$ cat src/epf_pkg.sv
package epf_pkg;

    localparam logic [7:0] ESC_BYTE = 8'hFF;
    localparam logic [7:0] LF_BYTE  = 8'h0A;

    localparam int MAX_RESULTS = 4;
    localparam int SLOT_W      = $clog2(MAX_RESULTS);
    localparam int CNT_W       = $clog2(MAX_RESULTS + 1);

    localparam logic DIR_ENCODE = 1'b0;
    localparam logic DIR_DECODE = 1'b1;

    typedef struct packed {
        logic [7:0] out_byte;
        logic       is_status;
        logic       final_result;
        logic       checksum_ok;
    } result_t;

    typedef struct packed {
        logic       escape_pending;
        logic [7:0] held_byte;
        logic       held_present;
        logic [7:0] running_sum;
    } pkt_state_t;

    function automatic logic needs_escape(input logic [7:0] b);
        return (b == LF_BYTE) || (b == ESC_BYTE);
    endfunction

endpackage

$ cat src/escaped_packet_framer_top.sv
// Channel   Direction  tdata                          tuser      tlast
// s_*       in         [7:0] in_byte                  -          end_of_packet
// m_*       out        [7:0] out_byte, [8] cksum_ok   is_status  final_result
// cfg_*     in         [0] decode_direction           -          -
//
// An input transaction is worked out in the cycle it is accepted; its zero to four
// results go into a four-entry result register and leave one per cycle while
// m_tready is high. Throughput is one input per cycle when each input gives at most
// one result; else an input waits until the last result is taken (encode averages
// up to two per byte). Reset clears the direction (encode) and all packet state; a
// configuration write also clears it. m_tready low holds pending results and s_tready.
module escaped_packet_framer_top
    import epf_pkg::*;
(
    input  logic        clk,
    input  logic        rst_n,
    input  logic        s_tvalid,
    output logic        s_tready,
    input  logic [7:0]  s_tdata,   // [7:0] in_byte
    input  logic        s_tlast,
    output logic        m_tvalid,
    input  logic        m_tready,
    output logic [15:0] m_tdata,   // [7:0] out_byte, [8] checksum_ok, [15:9] zero
    output logic        m_tuser,   // [0] is_status
    output logic        m_tlast,
    input  logic        cfg_valid,
    output logic        cfg_ready,
    input  logic        cfg_data   // [0] decode_direction
);

    logic             dir_reg;
    pkt_state_t       state_reg;
    pkt_state_t       state_next;
    result_t          q_reg [MAX_RESULTS];
    logic [CNT_W-1:0] cnt_reg;
    result_t          step_res [MAX_RESULTS];
    logic [CNT_W-1:0] step_cnt;
    logic             accept;
    logic             take;

    epf_step u_step (
        .decode_direction (dir_reg),
        .state_cur        (state_reg),
        .in_byte          (s_tdata),
        .end_of_packet    (s_tlast),
        .state_new        (state_next),
        .results          (step_res),
        .result_count     (step_cnt)
    );

    assign cfg_ready = 1'b1;
    assign m_tvalid  = (cnt_reg != '0);
    assign take      = m_tvalid && m_tready;
    assign s_tready  = (cnt_reg == '0) || ((cnt_reg == CNT_W'(1)) && m_tready);
    assign accept    = s_tvalid && s_tready;

    assign m_tdata = {7'b0, q_reg[0].checksum_ok, q_reg[0].out_byte};
    assign m_tuser = q_reg[0].is_status;
    assign m_tlast = q_reg[0].final_result;

    always_ff @(posedge clk or negedge rst_n)
    begin
        if (!rst_n)
        begin
            dir_reg   <= DIR_ENCODE;
            state_reg <= '0;
            cnt_reg   <= '0;
        end
        else
        begin
            if (cfg_valid && cfg_ready)
            begin
                dir_reg   <= cfg_data;
                state_reg <= '0;
            end
            else if (accept)
            begin
                state_reg <= state_next;
            end

            if (accept)
            begin
                cnt_reg <= step_cnt;
            end
            else if (take)
            begin
                cnt_reg <= cnt_reg - 1'b1;
            end
        end
    end

    always_ff @(posedge clk)
    begin
        if (accept)
        begin
            q_reg <= step_res;
        end
        else if (take)
        begin
            for (int i = 0; i < MAX_RESULTS - 1; i++)
            begin
                q_reg[i] <= q_reg[i + 1];
            end
        end
    end

endmodule

$ cat src/epf_step.sv
module epf_step
    import epf_pkg::*;
(
    input  logic                 decode_direction,
    input  pkt_state_t           state_cur,
    input  logic [7:0]           in_byte,
    input  logic                 end_of_packet,
    output pkt_state_t           state_new,
    output result_t              results [MAX_RESULTS],
    output logic [CNT_W-1:0]     result_count
);

    logic [CNT_W-1:0] idx;
    logic [7:0]       sum;
    logic             emit_held;
    logic             take_byte;
    pkt_state_t       st;

    always_comb
    begin
        idx = '0;
        st  = state_cur;
        sum = '0;
        emit_held = 1'b0;
        take_byte = 1'b0;
        for (int i = 0; i < MAX_RESULTS; i++)
        begin
            results[i] = '0;
        end

        if (decode_direction == DIR_ENCODE)
        begin
            sum = state_cur.running_sum + in_byte;
            st.running_sum = sum;
            if (needs_escape(in_byte))
            begin
                results[idx[SLOT_W-1:0]].out_byte = ESC_BYTE;
                idx = idx + 1'b1;
            end
            results[idx[SLOT_W-1:0]].out_byte = in_byte;
            idx = idx + 1'b1;
            if (end_of_packet)
            begin
                if (needs_escape(sum))
                begin
                    results[idx[SLOT_W-1:0]].out_byte = ESC_BYTE;
                    idx = idx + 1'b1;
                end
                results[idx[SLOT_W-1:0]].out_byte     = sum;
                results[idx[SLOT_W-1:0]].final_result = 1'b1;
                idx = idx + 1'b1;
                st = '0;
            end
        end
        else
        begin
            // An escaped byte, or any byte that is not an escape, is taken as data.
            take_byte = state_cur.escape_pending || (in_byte != ESC_BYTE);
            emit_held = take_byte && state_cur.held_present;
            if (emit_held)
            begin
                st.running_sum = state_cur.running_sum + state_cur.held_byte;
                results[idx[SLOT_W-1:0]].out_byte = state_cur.held_byte;
                idx = idx + 1'b1;
            end
            if (take_byte)
            begin
                st.escape_pending = 1'b0;
                st.held_byte      = in_byte;
                st.held_present   = 1'b1;
            end
            else
            begin
                st.escape_pending = 1'b1;
            end
            if (end_of_packet)
            begin
                results[idx[SLOT_W-1:0]].out_byte     = st.held_present ? st.held_byte : 8'h00;
                results[idx[SLOT_W-1:0]].is_status    = 1'b1;
                results[idx[SLOT_W-1:0]].final_result = 1'b1;
                results[idx[SLOT_W-1:0]].checksum_ok  = !st.escape_pending && st.held_present
                                                        && (st.held_byte == st.running_sum);
                idx = idx + 1'b1;
                st = '0;
            end
        end

        state_new    = st;
        result_count = idx;
    end

endmodule
$ cat config.mk
export PLATFORM = sky130hd
export DESIGN_NAME = escaped_packet_framer_top
export DESIGN_NICKNAME = d
export VERILOG_FILES = /design/src/epf_pkg.sv /design/src/escaped_packet_framer_top.sv /design/src/epf_step.sv
export SDC_FILE = /design/constraint.sdc
export NUM_CORES = 1
export LEC_CHECK = 0
export BUFFER_PORTS_ARGS = -buffer_cell sky130_fd_sc_hd__buf_2
export CAP_MARGIN = 5
export CORE_MARGIN = 2
export CORE_UTILIZATION = 50
export DETAILED_ROUTE_END_ITERATION = 12
export PLACE_DENSITY = 0.75
export SLEW_MARGIN = 20
export SYNTH_ARGS = -nofsm -noshare
export SYNTH_HDL_FRONTEND = slang
export SYNTH_SLANG_ARGS = --single-unit
$ cat constraint.sdc
create_clock -name clk -period 7.8 [get_ports clk]
set_clock_uncertainty 0.2 [all_clocks]
set_input_delay 0.78 -clock clk [delete_from_list [all_inputs] [get_ports clk]]
set_output_delay 0.78 -clock clk [all_outputs]
set_load 0.02 [all_outputs]
# Yosys cells after proc, flatten, opt, wreduce, memory -nomap -nowiden
# Index checks and enable logic that the tools add are counted.
dict set report op_classes {
  add_sub_neg 7
  mul 0
  n_div 0
  magnitude_cmp 8
  n_eq_ne 7
  shift 0
  muxes 60
  n_bitwise 4
  n_reduce_logical 21
}
# cell n
set op_table {}
lappend op_table {{$bwmux 44} 8}
lappend op_table {{$mux 44} 6}
lappend op_table {{$demux 11 s2} 8}
lappend op_table {{$mux 18} 5}
lappend op_table {{$mux 33} 2}
lappend op_table {{$mux 8} 7}
lappend op_table {{$mux 11} 4}
lappend op_table {{$mux 3} 11}
lappend op_table {{$mux 9} 2}
lappend op_table {{$add 8x8->8} 2}
lappend op_table {{$eq 8x4->1 const B} 2}
lappend op_table {{$eq 8x8->1 const B} 2}
lappend op_table {{$add 3x1->3 const B} 4}
lappend op_table {{$ge 3x3->1 const B} 4}
lappend op_table {{$lt 3x1->1 const B} 4}
lappend op_table {{$not 2->3} 4}
lappend op_table {{$logic_and 1x1->1} 10}
lappend op_table {{$eq 8x8->1} 1}
lappend op_table {{$ne 8x8->1 const B} 1}
lappend op_table {{$reduce_bool 3->1} 2}
lappend op_table {{$mux 1} 5}
lappend op_table {{$logic_or 1x1->1} 4}
lappend op_table {{$mux 2} 2}
lappend op_table {{$reduce_bool 2->1} 2}
lappend op_table {{5 further kinds} 5}
dict set report totals {
  reg_bits 66
  latch_bits 0
  ram_bits 0
  rom_bits 0
  out_inout_bits 21
  wordCells 129
  memories 0
}

# Depth between registers and ports, before layout
dict set report depth {
  word_depth 19
  ltp_mapped 15
  depth_no_buf 14
}

# Hierarchy
# Synthesis repeated with hierarchy kept, for this count alone.
dict set report hier_totals {
  hier_cells 574
  area_unflattened_um2 5385.2
}
# mod instances cells_each area_each_um2
set modules_own_cells {}
lappend modules_own_cells {escaped_packet_framer_top 1 218 3114.2}
lappend modules_own_cells {epf_step 1 356 2270.9}

# Worst setup path after synthesis
# OpenSTA, ideal clock, no wires.
dict set report synth_timing {
  kind {input to register}
  startpoint {in s_tdata[0]}
  endpoint {reg q_reg, in the netlist m_tdata[5], data pin}
  arrival_time_ns 4.198
  required_ns 7.448
  setup_slack_ns 3.250
  path_stages 15
  n_path_buf 1
  cell_sequence {ha_1 > fa_1 > a211oi_2 > nor4b_1 > or3_1 > or4b_4 > mux2i_4 > inv_1 > ha_1 > and3_1 > clkbuf_1 > nor2_1 > a221oi_1 > a21oi_1 > o21ai_0}
}
dict set report synth_between {
  elab_chain_len 19
}
# item line_no
set synth_lines {}
lappend synth_lines {{start: declaration} escaped_packet_framer_top.sv:19} ;# input logic [7:0] s_tdata,
lappend synth_lines {{$eq 8x4->1 / $eq 8x8->1 (equally long branches)} epf_pkg.sv:28} ;# return (b == LF_BYTE) || (b == ESC_BYTE);
lappend synth_lines {{$logic_or 1x1->1} epf_pkg.sv:28}
lappend synth_lines {{$mux 1} epf_step.sv:35} ;# if (needs_escape(in_byte))
lappend synth_lines {{$mux 3} epf_step.sv:31} ;# if (decode_direction == DIR_ENCODE)
lappend synth_lines {{$add 3x1->3 / $not 2->3 (equally long branches)} {epf_step.sv:41, epf_step.sv:40}}
lappend synth_lines {{$add 3x1->3, or another cell as far along} epf_step.sv:47} ;# idx = idx + 1'b1;
lappend synth_lines {{$mux 3, or another cell as far along} epf_step.sv:44} ;# if (needs_escape(sum))
lappend synth_lines {{$mux 3, or another cell as far along} epf_step.sv:42} ;# if (end_of_packet)
lappend synth_lines {{[3 not listed]} -}
lappend synth_lines {{$logic_and 1x1->1 (implied by the code) / $mux 44 (equally long branches)} {epf_step.sv:49, epf_step.sv:44}}
lappend synth_lines {{$mux 11 (implied by the code) / $mux 44 (equally long branches)} {epf_step.sv:49, epf_step.sv:42}}
lappend synth_lines {{$demux 11 s2 / $mux 44 (equally long branches)} {epf_step.sv:49, epf_step.sv:31}}
lappend synth_lines {{$bwmux 44} epf_step.sv:49} ;# results[idx[SLOT_W-1:0]].out_byte = sum;
lappend synth_lines {{$bwmux 44} epf_step.sv:50} ;# results[idx[SLOT_W-1:0]].final_result = 1'b1;
lappend synth_lines {{$mux 44} epf_step.sv:42}
lappend synth_lines {{$mux 44 *} epf_step.sv:31}
lappend synth_lines {{$mux 33 *} escaped_packet_framer_top.sv:94} ;# if (accept)
lappend synth_lines {{end signal: assignment} escaped_packet_framer_top.sv:96} ;# q_reg <= step_res;
lappend synth_lines {{end signal: indexed assignment} escaped_packet_framer_top.sv:102} ;# q_reg[i] <= q_reg[i + 1];
lappend synth_lines {{end: declaration} escaped_packet_framer_top.sv:34} ;# result_t q_reg [MAX_RESULTS];
# Mark *: on every way between the ends. The rest lies on a longest branch, timed or not. The select of a mux whose other input is x is not followed.
# A chain may end at the register's enable or synchronous reset.

# Worst setup path after layout
# Ends and elaborated chain as after synthesis.

==> out/qor.csv <==
metric,value,unit
criticalPathCategory,input port to flip-flop,
regArea,1750,µm²
io_pins,36,
cts.path.max_buffers,2,
drcViolationCount,0,
vias,4117,
cts.sinks,62,
p_clk_share,25.3,%
avgSynthCellArea,8.78,µm²
p_sw_share,36.8,%
multiInputGateArea,2560,µm²
tightest_slew,0.865,ns
place_ws,2.62,ns
cts_resized,0,
required,7.79,ns
initialDrtViolationCount,474,
maxCapViolations,0,
clock.fmax,204,MHz
leakage,1.93,nW
syn_inst,524,
die-area,9990,µm²
crit_path_end_kind,flip-flop,
crit_fanout,13,
slowest_stage,ha_1,
place.gp.congestion,0.941,
hold_viol_final,0,
syn_to_final_growth,6.36,%
final.min_clock_period,4.91,ns
relSlewSlack,41.9,%
synth_largest_area_cell,edfxtp_1,
wl_per_cell,19.6,µm
ir_drop,89.5,µV
grt_pass1_vias,3828,
hold_path_class,input port to asynchronous set/reset pin,
drt_pass1_iterations,6,
antenna_found_initial,0,
slowest_delay,0.55,ns
coreArea,9060,µm²
critical_path.most_common_cell,ha_1,
drive_above_1_share,13.3,%
muxShareOfSynthArea,2.09,%
rsz0062_at_grt,false,
holdBufCountCts,0,
path_cells,buf_2 -> ha_1 -> fa_1 -> a211oi_2 -> nor4b_1 -> or3_1 -> or4b_4 -> mux2i_4 -> inv_1 -> ha_1 -> and3_1 -> nor2_1 -> a221oi_1 -> a21oi_1 -> o21ai_0,
p_per_area,241,nW/µm²
power,1.18,mW
cp.arrival,4.90,ns
yosys_warnings,0,
synth_compound_area_share,24.1,%
cp-start-kind,input port,
r2r_cells,14,
cts_buffers,9,
diodes,0,
fin_crit_sh,63.0,%
grt_pass1_wl,19700,µm
maxSlewViolCount,0,
start_util,50.8,%
io_buffers,27,
ant_nets,0,
p_seq_share,41.2,%
intPower,746,µW
synth_edf_count,40,
switchingPower,434,µW
yosys.area_share.xor_xnor,3.64,%
cts_tree,done,
clk_pin_slew,0.07,ns
largest_reg_flops,29,
ys_seq_area_share,38.1,%
dpl.hpwl,8690,µm
nets,562,
cts-root-buf,clkbuf_8,
routed_wl,12500,µm
synth_top_family_by_area,compound AO/OA/AOI/OAI gates,
synth_top_area_share,26.1,%
setup_slack,2.89,ns
fillers,833,
grt_max_degree,43,
setup_viol,0,
insertion_delay,0.35,ns
ys_async_sr_fraction,35.5,%
htreeDepth,3,
die_w,99.9,µm
synthSimpleGateAreaFrac,18.1,%
cts_setup_buffers,0,
syn_area,4600,µm²
synth_cell_types,64,
ys_seq_elements,62,
holdWs,0.209,ns
die_h,99.9,µm
p_comb_share,33.5,%
ys.flop_type,edfxtp_1,
placementRows,35,
yosys.area_share.adder,6.85,%
final_cell_mix,"80 x nand2_1, 46 x nor2_1, 41 x o21ai_0, 40 x edfxtp_1",
final_common_cell,nand2_1,
grt_usage,25.6,%
tns,0,ns
grt_overflow,0,
viasPerCell,6.44,
status,finished clean,
yosys-top-cells-area,"edfxtp_1 26%, dfrtp_1 12%, nand2_1 6.5%, ha_1 6.0%, o21ai_0 4.5%",
cell usage after synthesis, types with 3 or more instances:
cell type and number:
mux2i_1 4, a22o_1 16, a32o_1 5, a311oi_1 5, xor2_1 5, nor3_1 11
nor2b_1 4, a211oi_1 3, nand2_1 80, or2_2 4, a21oi_1 27, clkbuf_1 28
buf_4 17, a221o_2 4, and3_1 4, mux2_2 3, or3_1 4, a32oi_1 3
a221oi_1 4, a31oi_1 6, dfrtp_1 22, o21ai_0 41, o21a_1 4, nand2b_1 6
a22oi_1 5, edfxtp_1 40, o22ai_1 3, inv_1 16, buf_1 4, nor2_1 46
nor3b_1 3, nand4_1 4, nand3_1 12, ha_1 22, o211ai_1 10, xnor2_1 11
routing by layer:
layer  track usage (%)  share of wire, %  up-vias
met5                 0              0.19        -
met2              40.0                46      209
met3              4.87               9.5       36
met4              11.0               3.0        2
met1              35.0                42     1971
li1                  -                 -     1899
worst paths after layout:
kind	end	slack, ns	startpoint
worst max-delay path	m_tdata[5]	2.89	s_tdata[0]
worst min-delay path	state_reg[16]	0.21	rst_n
worst max register to register	m_tdata[5]	3.03	state_reg[0]
worst min register to register	dir_reg	0.31	dir_reg
max in group asynchronous	state_reg[0]	6.82	rst_n
min in group clk	dir_reg	0.31	dir_reg
cell families after synthesis:
logic type,after synthesis
AOI/OAI and AO/OA,158
adders and majority gates,24
other,2
muxes,8
DFF,62
xor gates and xnor gates,17
and+or+nand+nor,185
buffers and inverters,68
metrics by stage:
stage	instance area [µm²]	util [%]	cells
2_1_floorplan	4620	-	530
3_3_place_gp	4680	51.6	623
3_5_place_dp	4680	51.6	623
4_1_cts	4880	53.9	639
5_1_grt	4890	54.0	639
6_report	4890	54.0	639
power groups by stage:
stage	Sequential, mW	Combinational [mW]	Clock (mW)
after CTS	0.485	0.392	0.297
after global routing	0.494	0.435	0.310
after global placement	0.490	0.379	0
after detailed placement	0.492	0.390	0
final	0.486	0.396	0.299
after floorplan	0.479	0.309	0
worst max-delay path, delay by kind of cell:
family	cells	cell delay, ns
adders and majority gates	3	1.26
muxes	1	0.23
and+or+nand+nor	5	1.54
buffers and inverters	2	0.27
AOI/OAI and AO/OA	4	0.81
layout make-up:
type	count	share of cell area, %
sequential	62	35.8
tap	111	2.84
inverter	18	1.38
clock inverter	4	0.920
clock buffer	12	3.20
multi-input combinational	400	52.3
timing repair buffer	32	3.53
Note: power is estimated with default switching activity, not from simulation.
